[config.mk]
export PLATFORM = sky130hd
export DESIGN_NAME = playfair_digraph_cipher
export DESIGN_NICKNAME = d
export VERILOG_FILES = /design/src/rtl/pf_pkg.sv /design/src/rtl/pf_xform.sv /design/src/rtl/playfair_digraph_cipher.sv
export SDC_FILE = /design/constraint.sdc
export NUM_CORES = 1
export LEC_CHECK = 0
export ABC_AREA = 1
export ABC_CLOCK_PERIOD_IN_PS = 3810
export BUFFER_PORTS_ARGS = -buffer_cell sky130_fd_sc_hd__buf_2
export CORE_ASPECT_RATIO = 0.8
export CORE_MARGIN = 5
export CORE_UTILIZATION = 50
export CTS_BUF_LIST = sky130_fd_sc_hd__clkbuf_8
export DETAILED_ROUTE_END_ITERATION = 16
export PLACE_DENSITY_LB_ADDON = 0.12
export SYNTH_ARGS = -nofsm -noshare
export SYNTH_HDL_FRONTEND = slang
export SYNTH_SLANG_ARGS = --single-unit
[constraint.sdc]
create_clock -name clk -period 3.81 [get_ports clk]
set_clock_uncertainty 0.15 [all_clocks]
set_input_delay 0.381 -clock clk [delete_from_list [all_inputs] [get_ports clk]]
set_output_delay 0.381 -clock clk [all_outputs]
set_load 0.01 [all_outputs]
[src/rtl/pf_pkg.sv]
// Shared constants, types and helpers for the Playfair digraph cipher.
package pf_pkg;

  localparam int SIDE    = 5;
  localparam int CELLS   = SIDE * SIDE;
  localparam int CODE_W  = 5;
  localparam int IDX_W   = $clog2(SIDE);
  localparam int FLAT_W  = CELLS * CODE_W;
  localparam int UPPER_W = 50;
  localparam int MID_W   = 50;
  localparam int BOT_W   = 25;
  localparam int CFG_W   = 50;
  localparam int REG_IDX_W = 2;

  localparam logic [CODE_W-1:0] LETTER_I = CODE_W'(8);
  localparam logic [CODE_W-1:0] LETTER_J = CODE_W'(9);
  localparam logic [CODE_W-1:0] LETTER_X = CODE_W'(23);

  typedef enum logic [REG_IDX_W-1:0] {
    REG_UPPER  = 2'd0,
    REG_MIDDLE = 2'd1,
    REG_BOTTOM = 2'd2,
    REG_MODE   = 2'd3
  } reg_idx_t;

  typedef struct packed {
    logic [UPPER_W-1:0] upper;
    logic [MID_W-1:0]   middle;
    logic [BOT_W-1:0]   bottom;
    logic               decrypt;
  } cfg_t;

  typedef struct packed {
    logic [CODE_W-1:0] a;
    logic [CODE_W-1:0] b;
    logic              fin;
  } pair_t;

  // Step a row or column index one place forward (encrypt) or back (decrypt),
  // wrapping around the square.
  function automatic logic [IDX_W-1:0] shift_idx(input logic [IDX_W-1:0] v,
                                                 input logic dec);
    logic [IDX_W-1:0] last;
    last = IDX_W'(SIDE - 1);
    if (dec) begin
      shift_idx = (v == '0) ? last : v - IDX_W'(1);
    end else begin
      shift_idx = (v == last) ? '0 : v + IDX_W'(1);
    end
  endfunction

endpackage

[src/rtl/pf_xform.sv]
// Digraph transform: locates both letters in the key square and applies the rules.
module pf_xform (
  input  pf_pkg::cfg_t                cfg,
  input  pf_pkg::pair_t               pair,
  output logic [pf_pkg::CODE_W-1:0]   first_out,
  output logic [pf_pkg::CODE_W-1:0]   second_out
);

  logic [pf_pkg::FLAT_W-1:0] flat;
  logic [pf_pkg::CODE_W-1:0] grid [0:pf_pkg::SIDE-1][0:pf_pkg::SIDE-1];
  logic [pf_pkg::IDX_W-1:0]  ra, ca, rb, cb;
  logic [pf_pkg::IDX_W-1:0]  ora, oca, orb, ocb;

  // Cells past the three registers read as zero.
  assign flat = pf_pkg::FLAT_W'({cfg.bottom, cfg.middle, cfg.upper});

  always_comb begin
    for (int r = 0; r < pf_pkg::SIDE; r++) begin
      for (int c = 0; c < pf_pkg::SIDE; c++) begin
        grid[r][c] = flat[(r * pf_pkg::SIDE + c) * pf_pkg::CODE_W +: pf_pkg::CODE_W];
      end
    end
  end

  // A letter not in the square sits at row 0, column 0; the highest matching
  // cell wins when a letter appears more than once.
  always_comb begin
    ra = '0;
    ca = '0;
    rb = '0;
    cb = '0;
    for (int k = 0; k < pf_pkg::CELLS; k++) begin
      if (flat[k * pf_pkg::CODE_W +: pf_pkg::CODE_W] == pair.a) begin
        ra = pf_pkg::IDX_W'(k / pf_pkg::SIDE);
        ca = pf_pkg::IDX_W'(k % pf_pkg::SIDE);
      end
      if (flat[k * pf_pkg::CODE_W +: pf_pkg::CODE_W] == pair.b) begin
        rb = pf_pkg::IDX_W'(k / pf_pkg::SIDE);
        cb = pf_pkg::IDX_W'(k % pf_pkg::SIDE);
      end
    end
  end

  always_comb begin
    if (ra == rb) begin
      ora = ra;
      orb = rb;
      oca = pf_pkg::shift_idx(ca, cfg.decrypt);
      ocb = pf_pkg::shift_idx(cb, cfg.decrypt);
    end else if (ca == cb) begin
      ora = pf_pkg::shift_idx(ra, cfg.decrypt);
      orb = pf_pkg::shift_idx(rb, cfg.decrypt);
      oca = ca;
      ocb = cb;
    end else begin
      ora = ra;
      orb = rb;
      oca = cb;
      ocb = ca;
    end
  end

  assign first_out  = grid[ora][oca];
  assign second_out = grid[orb][ocb];

endmodule

[src/rtl/playfair_digraph_cipher.sv]
// Top level of the Playfair digraph cipher: pairing, pending queue and output register.
//
// Usage: letters arrive one per beat on the s_ channel, code in s_tdata[4:0]
// (A=0 .. Z=25, J is folded into I), with s_tlast on the last letter of a
// message. Digraphs leave on the m_ channel, first letter in m_tdata[4:0],
// second in m_tdata[9:5], and m_tlast marks the last digraph of a message.
// An X is inserted after a letter that repeats or that is left alone at the
// end of a message, so one input beat yields zero, one or two output beats.
// The key square and the encrypt/decrypt mode are written through the cfg
// port; the user must do so only while no message is in flight (not enforced).
// A completed digraph passes through the pending queue and then the output
// register before it appears on m_. Throughput is one letter per cycle when
// each beat yields at most one digraph and the receiver does not stall; after
// a beat that yields two digraphs, s_tready stays low while the queue drains.
// The limit is the single output register that takes one digraph per cycle,
// while m_ is not stalled, from a two-entry pending queue.
// When the receiver stalls, the output holds its digraph, the queue fills and
// s_tready drops until the queue drains. Reset (synchronous) clears the held
// letter, the queue, the output valid and all configuration registers.
module playfair_digraph_cipher (
  input  logic                           clk,
  input  logic                           rst,
  input  logic                           s_tvalid,
  output logic                           s_tready,
  input  logic [7:0]                     s_tdata,   // [4:0] letter, [7:5] zero
  input  logic                           s_tlast,   // end_of_message
  output logic                           m_tvalid,
  input  logic                           m_tready,
  output logic [15:0]                    m_tdata,   // [4:0] first_out, [9:5] second_out
  output logic                           m_tlast,   // final_pair
  input  logic                           cfg_we,
  input  logic [pf_pkg::REG_IDX_W-1:0]   cfg_index,
  input  logic [pf_pkg::CFG_W-1:0]       cfg_data
);

  pf_pkg::cfg_t cfg;

  // Configuration registers; writes are taken at any time but are only
  // meaningful while the block is idle.
  always_ff @(posedge clk) begin
    if (rst) begin
      cfg <= '0;
    end else if (cfg_we) begin
      unique case (pf_pkg::reg_idx_t'(cfg_index))
        pf_pkg::REG_UPPER:  cfg.upper   <= cfg_data[pf_pkg::UPPER_W-1:0];
        pf_pkg::REG_MIDDLE: cfg.middle  <= cfg_data[pf_pkg::MID_W-1:0];
        pf_pkg::REG_BOTTOM: cfg.bottom  <= cfg_data[pf_pkg::BOT_W-1:0];
        pf_pkg::REG_MODE:   cfg.decrypt <= cfg_data[0];
        default: ;
      endcase
    end
  end

  // Letter pairing. The held letter waits for its partner; the pairs that an
  // incoming letter completes are worked out here and go into the queue.
  logic [pf_pkg::CODE_W-1:0] held_letter, held_letter_next;
  logic                      held_valid, held_valid_next;
  logic [pf_pkg::CODE_W-1:0] letter;
  pf_pkg::pair_t             pair0, pair1;
  logic [1:0]                new_cnt;
  logic                      accept;

  assign letter = (s_tdata[4:0] == pf_pkg::LETTER_J) ? pf_pkg::LETTER_I : s_tdata[4:0];
  assign accept = s_tvalid && s_tready;

  always_comb begin
    held_letter_next = held_letter;
    held_valid_next  = held_valid;
    pair0   = '{a: held_letter, b: pf_pkg::LETTER_X, fin: 1'b0};
    pair1   = '{a: letter, b: pf_pkg::LETTER_X, fin: 1'b1};
    new_cnt = 2'd0;
    if (held_valid) begin
      if (held_letter == letter) begin
        // Repeated letter: the held one is padded with X and the new one
        // either waits or, at the end of the message, is padded as well.
        new_cnt = 2'd1;
        if (s_tlast) begin
          new_cnt          = 2'd2;
          held_valid_next  = 1'b0;
          held_letter_next = '0;
        end else begin
          held_letter_next = letter;
        end
      end else begin
        pair0            = '{a: held_letter, b: letter, fin: s_tlast};
        new_cnt          = 2'd1;
        held_valid_next  = 1'b0;
        held_letter_next = '0;
      end
    end else if (s_tlast) begin
      // A lone last letter is padded with X.
      pair0   = '{a: letter, b: pf_pkg::LETTER_X, fin: 1'b1};
      new_cnt = 2'd1;
    end else begin
      held_letter_next = letter;
      held_valid_next  = 1'b1;
    end
  end

  always_ff @(posedge clk) begin
    if (rst) begin
      held_letter <= '0;
      held_valid  <= 1'b0;
    end else if (accept) begin
      held_letter <= held_letter_next;
      held_valid  <= held_valid_next;
    end
  end

  // Two-entry pending queue. A new beat is taken only when the queue will be
  // empty after this cycle, so new pairs always land in slots zero and one.
  pf_pkg::pair_t pend0, pend1;
  logic [1:0]    pend_cnt;
  logic          out_load;

  assign out_load = (pend_cnt != 2'd0) && (!m_tvalid || m_tready);
  assign s_tready = (pend_cnt == 2'd0) || ((pend_cnt == 2'd1) && out_load);

  always_ff @(posedge clk) begin
    if (rst) begin
      pend_cnt <= 2'd0;
    end else if (accept) begin
      pend_cnt <= new_cnt;
    end else if (out_load) begin
      pend_cnt <= pend_cnt - 2'd1;
    end
  end

  always_ff @(posedge clk) begin
    if (accept) begin
      pend0 <= pair0;
      pend1 <= pair1;
    end else if (out_load) begin
      pend0 <= pend1;
    end
  end

  // Transform of the queue head and the output register.
  logic [pf_pkg::CODE_W-1:0] xf_first, xf_second;

  pf_xform u_xform (
    .cfg        (cfg),
    .pair       (pend0),
    .first_out  (xf_first),
    .second_out (xf_second)
  );

  logic [pf_pkg::CODE_W-1:0] out_first, out_second;
  logic                      out_fin;

  always_ff @(posedge clk) begin
    if (rst) begin
      m_tvalid <= 1'b0;
    end else if (out_load) begin
      m_tvalid <= 1'b1;
    end else if (m_tready) begin
      m_tvalid <= 1'b0;
    end
  end

  always_ff @(posedge clk) begin
    if (out_load) begin
      out_first  <= xf_first;
      out_second <= xf_second;
      out_fin    <= pend0.fin;
    end
  end

  assign m_tdata = {6'd0, out_second, out_first};
  assign m_tlast = out_fin;

  // The queue never holds more than two pairs.
  assert property (@(posedge clk) disable iff (rst) pend_cnt != 2'd3)
    else $error("pending queue overflow");

  // An accepted beat leaves exactly the pairs it produced in the queue.
  assert property (@(posedge clk) disable iff (rst)
    accept |=> pend_cnt == $past(new_cnt))
    else $error("queue count does not match produced pairs");

  // The end of a message never leaves a letter held.
  assert property (@(posedge clk) disable iff (rst)
    accept && s_tlast |=> !held_valid)
    else $error("letter held after end of message");

  // A beat that yields two digraphs blocks the input in the next cycle.
  assert property (@(posedge clk) disable iff (rst)
    accept && new_cnt == 2'd2 |=> !s_tready)
    else $error("input accepted while two pairs pending");

endmodule

==> flow_metrics.py, run 1 <==
metrics = {
    "outcome": {
        "status": "complete, but fails checks",
        "violations": "negative setup slack",
    },
    "floorplan": {
        "start_util_pct": 50.6,
        "rows": 53,
        "coreArea_sq_um": 26200,
        "die_y_um": 156,
        "die_w_um": 192,
        "die-area_sq_um": 29900,
        "io_pins": 85,
    },
    "setup_path": {
        "cpPeakStageDelay_ns": 0.44,
        "crit_path_start_kind": "flop",
        "crit_top_cell": "nand2_2",
        "crit_path_end_kind": "flop",
        "cp_top_family": "simple AND/OR/NAND/NOR gates",
        "arrival_ns": 4.71,
        "critPathSlowestCell": "edfxtp_1",
        "critPathBufInv": 7,
        "crit_type": "reg -> reg",
        "crit_fanout": 9,
        "rr_startpoint": "pend0[5]",
        "ff2ff_setup_slack_ns": -0.80,
        "r2r_end": "out_first[0]",
        "ff2ff_path_depth": 28,
        "critPathRequiredTime_ns": 3.91,
    },
    "drt": {
        "vias": 17400,
        "wl_per_cell_um": 23.4,
        "antenna_left": 0,
        "drt_iter0_drc": 2457,
        "drc": 0,
        "wirelength_um": 67900,
        "routed_via_density": 5.98,
        "drt-pass1-iter-count": 8,
    },
    "cells_and_area": {
        "fin_nets": 2615,
        "fillers": 1995,
        "fin_cells": 2906,
        "layout-drive-gt1-share_pct": 34.4,
        "area_growth_syn_to_layout_pct": 48.6,
    },
    "synthesis": {
        "yosys-top-cells-area": "dfxtp_1, nand2_1, nand3_1, xnor2_1, o21ai_0",
        "yosysMostFrequentCell": "nand2_1",
        "syn_area_sq_um": 13300,
        "synth_seq_area_share_pct": 26.5,
        "synth_edf_count": 27,
        "synthTopCellsByCount": "nand2_1, nor2_1, nand3_1",
        "yosys_warnings": 0,
        "yosys.area.top_type_share_pct": 20.4,
        "synth_cell_type_count": 56,
        "async_flop_share_pct": 0,
        "ys_ff_latch": 162,
        "syn-instance-count": 2046,
        "avgSynthCellArea_sq_um": 6.48,
        "yosys.area.top_type": "dfxtp_1",
        "synth-main-ff-cell": "dfxtp_1",
    },
    "min_path": {
        "hold_start": "cfg_data[34]",
        "whs_endpoint": "cfg[60]",
        "whs_path_depth": 3,
        "hold_path.class": "in -> reg",
    },
    "timing": {
        "slew_viol_final": 0,
        "rsz0062_at_grt": "yes",
        "setup-violations-final": 10,
        "setup_slack_ns": -0.801,
        "finalCritPeriodShare_pct": 121,
        "fmax_mhz": 217,
        "max_slew_margin_pct": 25.9,
        "final.setup.tns_ns": -7.63,
        "tightest_slew_ns": 1.11,
        "hold_viol": 0,
        "period_needed_ns": 4.61,
    },
    "global_routing": {
        "grt_pass1_vias": 15800,
        "antenna_found_initial": 2,
        "grtUsageTotal_pct": 42.3,
        "grt_max_degree": 68,
        "gr-total-overflow": 0,
        "grt_pass1_wl_um": 95700,
    },
    "cts": {
        "cts_root_buffer": "clkbuf_8",
        "clkTransAtPathRegs_ns": 0.12,
        "clockBufferDepth": 2,
        "cts_inserted_buffers": 17,
        "htree_levels": 4,
        "clkSinkCount": 162,
        "insertion_delay_ns": 0.52,
        "cts_tree": "yes",
    },
    "place": {
        "place_congestion": 1.01,
        "placed_cells": 2751,
        "dp_hpwl_um": 48500,
        "portBuffers": 75,
    },
    "run": {
        "cap_viol_max_count": 0,
    },
}
## kinds of logic after synthesis
| logic type | share of synthesized area (%) |
|---|---|
| AO/OA/AOI/OAI | 15.3 |
| buffers and inverters | 11.2 |
| flip-flops | 26.5 |
| XOR/XNOR | 11.5 |
| AND/OR/NAND/NOR | 34.1 |
| other | 0.0283 |
| adder cells (fa/ha/maj) | 1.32 |
## placed cells by master (no fill, tap or decap), types with 29 or more instances in the layout
cell,instances
a21oi_1,107
buf_12,34
buf_2,75
buf_4,392
buf_6,41
dfxtp_1,135
inv_1,151
inv_2,29
nand2_1,409
nand2_2,67
nand3_1,149
nand3_2,43
nand4_1,33
nor2_1,180
o21ai_0,156
xnor2_1,100
xor2_1,60
## repair_timing
item | 4_1_cts | 5_1_grt
endpoints found under the hold margin | 27 | 1
setup endpoints to repair | 10 | 10
pin swaps | 95 | 141
resized for setup | 171 | 173
gates cloned | 10 | 8
hold buffers | 25 | 1
buffers inserted | 42 | 41
## worst max path at each step
| stage | startpoint | endpoint | slack [ns] | cells past startpoint |
|---|---|---|---|---|
| floorplan | pend0[2] | out_second[4] | 0.02 | 34 |
| global placement | pend0[6] | out_second[1] | -0.78 | 27 |
| detailed placement | pend0[1] | out_second[1] | -0.79 | 36 |
| CTS | pend0[6] | out_second[1] | -0.57 | 37 |
| global route | pend0[6] | out_first[0] | -0.91 | 43 |
| finish | pend0[5] | out_first[0] | -0.80 | 28 |
## layer usage
metal	vias to the layer above	wire length, um	GRT usage, %
li1	7699	-	-
met1	8047	26900	59.4
met2	1366	28400	62.9
met3	261	8950	9.78
met4	2	3600	17.2
met5	-	34	0
## state kept, by name, indices dropped and copies added, names as in the netlist
| register | flops |
|---|---|
| held_valid | 1 |
| out_second | 5 |
| pend_cnt | 2 |
| held_letter | 5 |
| m_tvalid | 1 |
| cfg | 126 |
| pend1 | 5 |
| pend0 | 11 |
| out_first | 5 |
| m_tlast | 1 |
## stage by stage
stage / hold slack (ns) / util [%] / cell area [sq um] / setup slack [ns]
after floorplan: 0.250 / - / 13300 / 0.0184
after global placement: 0.262 / 63.4 / 16600 / -0.782
after detailed placement: 0.265 / 63.4 / 16600 / -0.791
after CTS: 0.0000323 / 70.9 / 18600 / -0.570
after global routing: 0.0148 / 75.3 / 19700 / -0.912
final: 0.00746 / 75.3 / 19700 / -0.801
## worst register-to-register path, delay by kind of cell, from the launching register on
family	cells	cell delay [ns]
flops	1	0.44
xor+xnor	2	0.29
simple gates	17	2.02
compound gates	2	0.36
buf+inv	7	1.10
## layout make-up
class	instances	area, sq um	area share, %
Tap cell	357	447	2.27
Clock buffer	17	234	1.19
Timing Repair Buffer	588	5180	26.3
Sequential cell	162	3510	17.8
Antenna cell	1	2.50	0.0127
Multi-Input combinational cell	1575	9410	47.7
Clock inverter	15	186	0.946
Inverter	191	742	3.76
Power of run 1 is left out: the tool's default activity adds up to more than one toggle a clock period on the data nets, which glitch-free logic cannot reach.
==> inputs of run 2 (changes only) <==
Settings changed: ABC_CLOCK_PERIOD_IN_PS 3810 to 3740, CAP_MARGIN set to 20.
Clock period 3.81 ns to 3.74 ns, I/O delays scaled along.
==> run 2 against run 1 <==
  * The flow still finishes with violations (negative setup slack)
  * Critical path depth rose by 3
  * Register-to-register slack improved by 0.03 ns
  * Die area did not move
  * Final cell count fell by 1.9%
  * Non-clock buffer count fell by 55
  * Setup slack improved by 0.032 ns
  * Count of clock-buffer cells in the layout did not move
  * Maximum frequency rose by 2.3%
  * Flip-flop and latch count did not move
  * Core utilization fell by 2.8 points
  * Via count fell by 2.5%
  * Sequential share of layout area rose by 0.70 points
  * Critical path type unchanged
  * Largest cell class unchanged
==> flow_metrics.py, run 2 (synthesis gave the netlist of run 1 again) <==
metrics = {
    "floorplan": {
        "rows": 53,
        "die_w_um": 192,
        "start_util_pct": 50.6,
        "coreArea_sq_um": 26200,
        "io_pins": 85,
        "die_y_um": 156,
        "die-area_sq_um": 29900,
    },
    "timing": {
        "slew_viol_final": 0,
        "fmax_mhz": 222,
        "max_slew_margin_pct": 44.8,
        "tightest_slew_ns": 0.828,
        "setup_slack_ns": -0.769,
        "rsz0062_at_grt": "yes",
        "hold_viol": 0,
        "finalCritPeriodShare_pct": 121,
        "setup-violations-final": 10,
        "period_needed_ns": 4.51,
    },
    "setup_path": {
        "crit_top_cell": "nand2_1",
        "critPathSlowestCell": "edfxtp_1",
        "cpPeakStageDelay_ns": 0.41,
        "crit_path_start_kind": "flop",
        "crit_fanout": 7,
        "critPathRequiredTime_ns": 3.84,
        "r2r_end": "out_second[0]",
        "ff2ff_path_depth": 31,
        "rr_startpoint": "pend0[3]",
        "crit_path_end_kind": "flop",
        "crit_type": "reg -> reg",
        "ff2ff_setup_slack_ns": -0.77,
        "arrival_ns": 4.61,
    },
    "min_path": {
        "whs_endpoint": "cfg[105]",
        "hold_start": "cfg_data[29]",
        "hold_path.class": "in -> reg",
        "whs_path_depth": 3,
    },
    "run": {
        "cap_viol_max_count": 0,
    },
    "cells_and_area": {
        "fin_nets": 2560,
        "largest_register": "cfg",
        "layout-drive-gt1-share_pct": 30.4,
        "largest_reg_flops": 126,
        "final_common_cell": "nand2_1",
        "top_regs": "cfg: 126 flops, pend0: 11 flops",
        "area_growth_syn_to_layout_pct": 43.0,
        "final_cell_mix": "nand2_1, buf_4, nor2_1",
    },
    "place": {
        "dp_slack_ns": -0.863,
        "dp_hpwl_um": 47800,
        "place_congestion": 1.13,
        "portBuffers": 75,
    },
    "outcome": {
        "status": "complete, but fails checks",
        "violations": "negative setup slack",
    },
    "cts": {
        "clockBufferDepth": 2,
        "clkTransAtPathRegs_ns": 0.12,
        "cts_root_buffer": "clkbuf_8",
        "insertion_delay_ns": 0.51,
        "clkSinkCount": 162,
        "htree_levels": 4,
        "cts_tree": "yes",
        "cts_inserted_buffers": 17,
    },
    "global_routing": {
        "grt_max_degree": 58,
        "grt_pass1_vias": 16000,
        "gr-total-overflow": 0,
        "grtUsageTotal_pct": 43.0,
        "grt_pass1_wl_um": 97300,
        "antenna_found_initial": 0,
    },
    "drt": {
        "antenna_left": 0,
        "routed_via_density": 5.94,
        "drt_iter0_drc": 2350,
        "vias": 16900,
        "wl_per_cell_um": 23.3,
        "drc": 0,
        "wirelength_um": 66300,
        "drt-pass1-iter-count": 7,
    },
}
==> run 2: metal layers <==
| metal | vias up | routed length (um) | global-route usage, % |
|---|---|---|---|
| met5 | - | 0 | 0 |
| met4 | 0 | 4240 | 20.7 |
| li1 | 7594 | - | - |
| met2 | 1201 | 26900 | 62.3 |
| met3 | 265 | 8890 | 12.0 |
| met1 | 7886 | 26300 | 59.0 |
==> run 2: per-stage QoR <==
step	util, %	hold slack [ns]	setup TNS, ns	std cells	instance area (sq um)
4_1_cts	69.7	0.00133	-5.72	2823	18200
6_report	72.4	0.0221	-7.13	2852	19000
3_5_place_dp	62.7	0.261	-7.61	2719	16400
2_1_floorplan	-	0.250	0	2051	13300
5_1_grt	72.4	0.0279	-9.24	2850	19000
3_3_place_gp	62.7	0.260	-7.16	2719	16400
==> run 2: final cells by class <==
class | instances | area (sq um)
multi-input combinational | 1575 | 9060
fill | 2141 | 7220
timing repair buffer | 533 | 4750
sequential | 162 | 3510
inverter | 191 | 762
tap | 357 | 447
clock buffer | 17 | 234
clock inverter | 15 | 199
antenna | 2 | 5.00
==> run 2: how the worst max path moves through the flow <==
stage	start	end	slack (ns)
floorplan	pend0[4]	out_second[2]	0.03
global placement	pend0[2]	out_second[1]	-0.81
detailed placement	pend0[2]	out_second[1]	-0.86
CTS	pend0[3]	out_second[0]	-0.61
global route	pend0[3]	out_second[4]	-0.97
finish	pend0[3]	out_second[0]	-0.77
==> run 2: worst max-delay path, delay by kind of cell, from the launching register on <==
family	cells	cell delay, ns
simple gates	17	1.49
compound gates	4	0.64
flops	1	0.41
buf+inv	10	1.57
==> run 2: timing repair <==
action / in CTS / in global routing
pin swaps: 52 / 87
hold endpoints to repair: 35 / 0
gates cloned: 11 / 7
gates resized for setup: 150 / 112
hold buffers: 29 / 0
endpoints found under the setup margin: 10 / 10
setup buffers: 33 / 23
Power of run 2 is left out for the same reason.
==> inputs of run 3 (changes only) <==
Settings changed: MAX_ROUTING_LAYER set to met4, SYNTH_HIERARCHICAL set to 1.
==> run 3 against run 2 <==
  * The flow still finishes with violations (negative setup slack)
  * Non-clock buffer count up 57
  * Maximum frequency decreased by 1.0%
  * First-iteration DRC count is 19% higher
  * Die area up 1.1%
  * Final area up 6.0%
  * Sequential share of layout area down 1.0 points
  * Largest cell class unchanged
==> flow_metrics.py, run 3 <==
metrics = {
    "outcome": {
        "violations": "negative setup slack",
        "status": "complete, but fails checks",
    },
    "synthesis": {
        "synth_seq_area_share_pct": 26.2,
        "synth-main-ff-cell": "dfxtp_1",
        "yosys.area.top_type": "dfxtp_1",
        "avgSynthCellArea_sq_um": 6.26,
        "synth_cell_type_count": 57,
        "synth_edf_count": 27,
        "syn-instance-count": 2146,
        "yosys-top-cells-area": "dfxtp_1, nand2_1, nor2_1, nand3_1, xnor2_1",
        "yosys.area.top_type_share_pct": 20.1,
        "yosysMostFrequentCell": "nand2_1",
        "yosys_warnings": 6,
        "synthTopCellsByCount": "nand2_1, nor2_1, nand3_1",
        "async_flop_share_pct": 0,
        "ys_ff_latch": 162,
        "syn_area_sq_um": 13400,
    },
    "setup_path": {
        "critPathRequiredTime_ns": 3.84,
        "crit_type": "reg -> reg",
        "crit_path_end_kind": "flop",
        "ff2ff_setup_slack_ns": -0.82,
        "crit_top_cell": "nand2_1",
        "rr_startpoint": "pend0[1]",
        "crit_fanout": 6,
        "cpPeakStageDelay_ns": 0.47,
        "critPathSlowestCell": "edfxtp_1",
        "r2r_end": "out_first[0]",
        "ff2ff_path_depth": 33,
        "arrival_ns": 4.66,
        "crit_path_start_kind": "flop",
    },
    "cts": {
        "clkSinkCount": 162,
        "cts_root_buffer": "clkbuf_8",
        "clockBufferDepth": 2,
        "cts_inserted_buffers": 17,
        "htree_levels": 4,
        "cts_tree": "yes",
        "insertion_delay_ns": 0.51,
        "clkTransAtPathRegs_ns": 0.12,
    },
    "drt": {
        "drt-pass1-iter-count": 6,
        "drt_iter0_drc": 2801,
        "routed_via_density": 6.02,
        "vias": 18100,
        "antenna_left": 0,
        "wl_per_cell_um": 22.8,
        "wirelength_um": 68800,
        "drc": 0,
    },
    "min_path": {
        "hold_path.class": "in -> reg",
        "whs_endpoint": "cfg[33]",
        "whs_path_depth": 3,
        "hold_start": "cfg_data[7]",
    },
    "floorplan": {
        "die_w_um": 193,
        "io_pins": 85,
        "start_util_pct": 50.9,
        "rows": 53,
        "die_y_um": 157,
        "die-area_sq_um": 30200,
        "coreArea_sq_um": 26400,
    },
    "timing": {
        "setup_slack_ns": -0.815,
        "fmax_mhz": 220,
        "period_needed_ns": 4.56,
        "finalCritPeriodShare_pct": 122,
        "slew_viol_final": 0,
        "max_slew_margin_pct": 31.9,
        "hold_ws_ns": 0.00877,
        "tightest_slew_ns": 1.02,
        "hold_viol": 0,
        "rsz0062_at_grt": "yes",
        "setup-violations-final": 10,
    },
    "global_routing": {
        "gr-total-overflow": 0,
        "grt_pass1_wl_um": 98400,
        "antenna_found_initial": 3,
        "grt_pass1_vias": 16500,
        "grt_max_degree": 68,
        "grtUsageTotal_pct": 44.3,
    },
    "cells_and_area": {
        "largest_reg_flops": 126,
        "area_growth_syn_to_layout_pct": 49.8,
        "fin_nets": 2717,
        "final_cell_mix": "nand2_1, buf_4, nor2_1",
        "top_regs": "cfg: 126 flops, pend0: 11 flops",
        "layout-drive-gt1-share_pct": 33.5,
        "largest_register": "cfg",
        "design_area_sq_um": 20100,
        "final_common_cell": "nand2_1",
    },
    "place": {
        "dp_slack_ns": -0.662,
        "portBuffers": 75,
        "dp_hpwl_um": 47500,
        "place_congestion": 1.09,
        "placed_area_sq_um": 16700,
    },
    "run": {
        "cap_viol_max_count": 0,
    },
}
run 3: cell count changes in the layout (fill, tap and decap cells not counted), sizes merged, moves of 7 or more:
cell / previous run / this run
buf: 496 / 542
nor3: 29 / 20
o31ai: 7 / 0
nand2: 508 / 531
dlygate4sd3: 29 / 41
a21oi: 121 / 67
nor2: 204 / 316
nand4: 39 / 48
xnor2: 108 / 95
inv: 197 / 205
nand3: 195 / 227
run 3: layout make-up:
cell class / instances / area [sq um]
timing repair buffer: 590 / 5250
tap: 357 / 447
clock buffer: 17 / 234
antenna: 3 / 7.51
sequential: 162 / 3510
fill: 2028 / 6290
clock inverter: 15 / 185
multi-input combinational: 1663 / 9650
inverter: 203 / 808
run 3: timing repair:
action / in CTS / in global routing
setup buffers: 52 / 32
resized for setup: 173 / 203
endpoints found under the hold margin: 51 / 0
cloned: 11 / 10
hold buffers: 41 / 0
pin swaps: 41 / 112
endpoints found under the setup margin: 10 / 10
run 3: worst max-delay path by stage:
| stage | to | start | cells after the start | slack [ns] |
|---|---|---|---|---|
| floorplan | out_second[0] | pend0[2] | 36 | 0.01 |
| global placement | out_second[2] | pend0[7] | 28 | -0.68 |
| detailed placement | out_first[0] | pend0[7] | 28 | -0.66 |
| CTS | out_first[0] | pend0[3] | 28 | -0.48 |
| global route | out_first[0] | pend0[9] | 41 | -0.90 |
| finish | out_first[0] | pend0[1] | 33 | -0.82 |
run 3: per-layer routing:
metal  track usage [%]  up-vias  share of wire [%]
li1                  -     7969                  -
met1              58.8     8363                 39
met2              63.1     1506                 41
met3              13.9      289                 15
met4              16.5        0                4.9
met5                 -        -                  0
run 3: kinds of logic (layout without fill, tap and decap cells):
family,after synthesis,after routing,synth area share [%]
and+or+nand+nor,1167,1169,38.0
other,1,9,0.0279
DFF,162,162,26.2
adders and majority gates,14,14,1.30
buffers and inverters,328,825,11.2
AOI/OAI and AO/OA,318,318,13.2
xor gates and xnor gates,156,156,10.2
run 3: through the flow:
stage / util (%) / std cells / setup TNS, ns
finish: 76.2 / 3010 / -7.48
global route: 76.2 / 3010 / -8.61
CTS: 71.7 / 2969 / -4.42
detailed placement: 63.2 / 2834 / -6.25
global placement: 63.2 / 2834 / -6.49
floorplan: - / 2151 / 0
run 3: worst max-delay path: cells and delay by family (launching register included):
kind	cells	cell delay, ns
AND/OR/NAND/NOR	22	1.99
buffers and inverters	9	1.35
AO/OA/AOI/OAI	2	0.33
flip-flops	1	0.47
Power of run 3 is left out for the same reason.
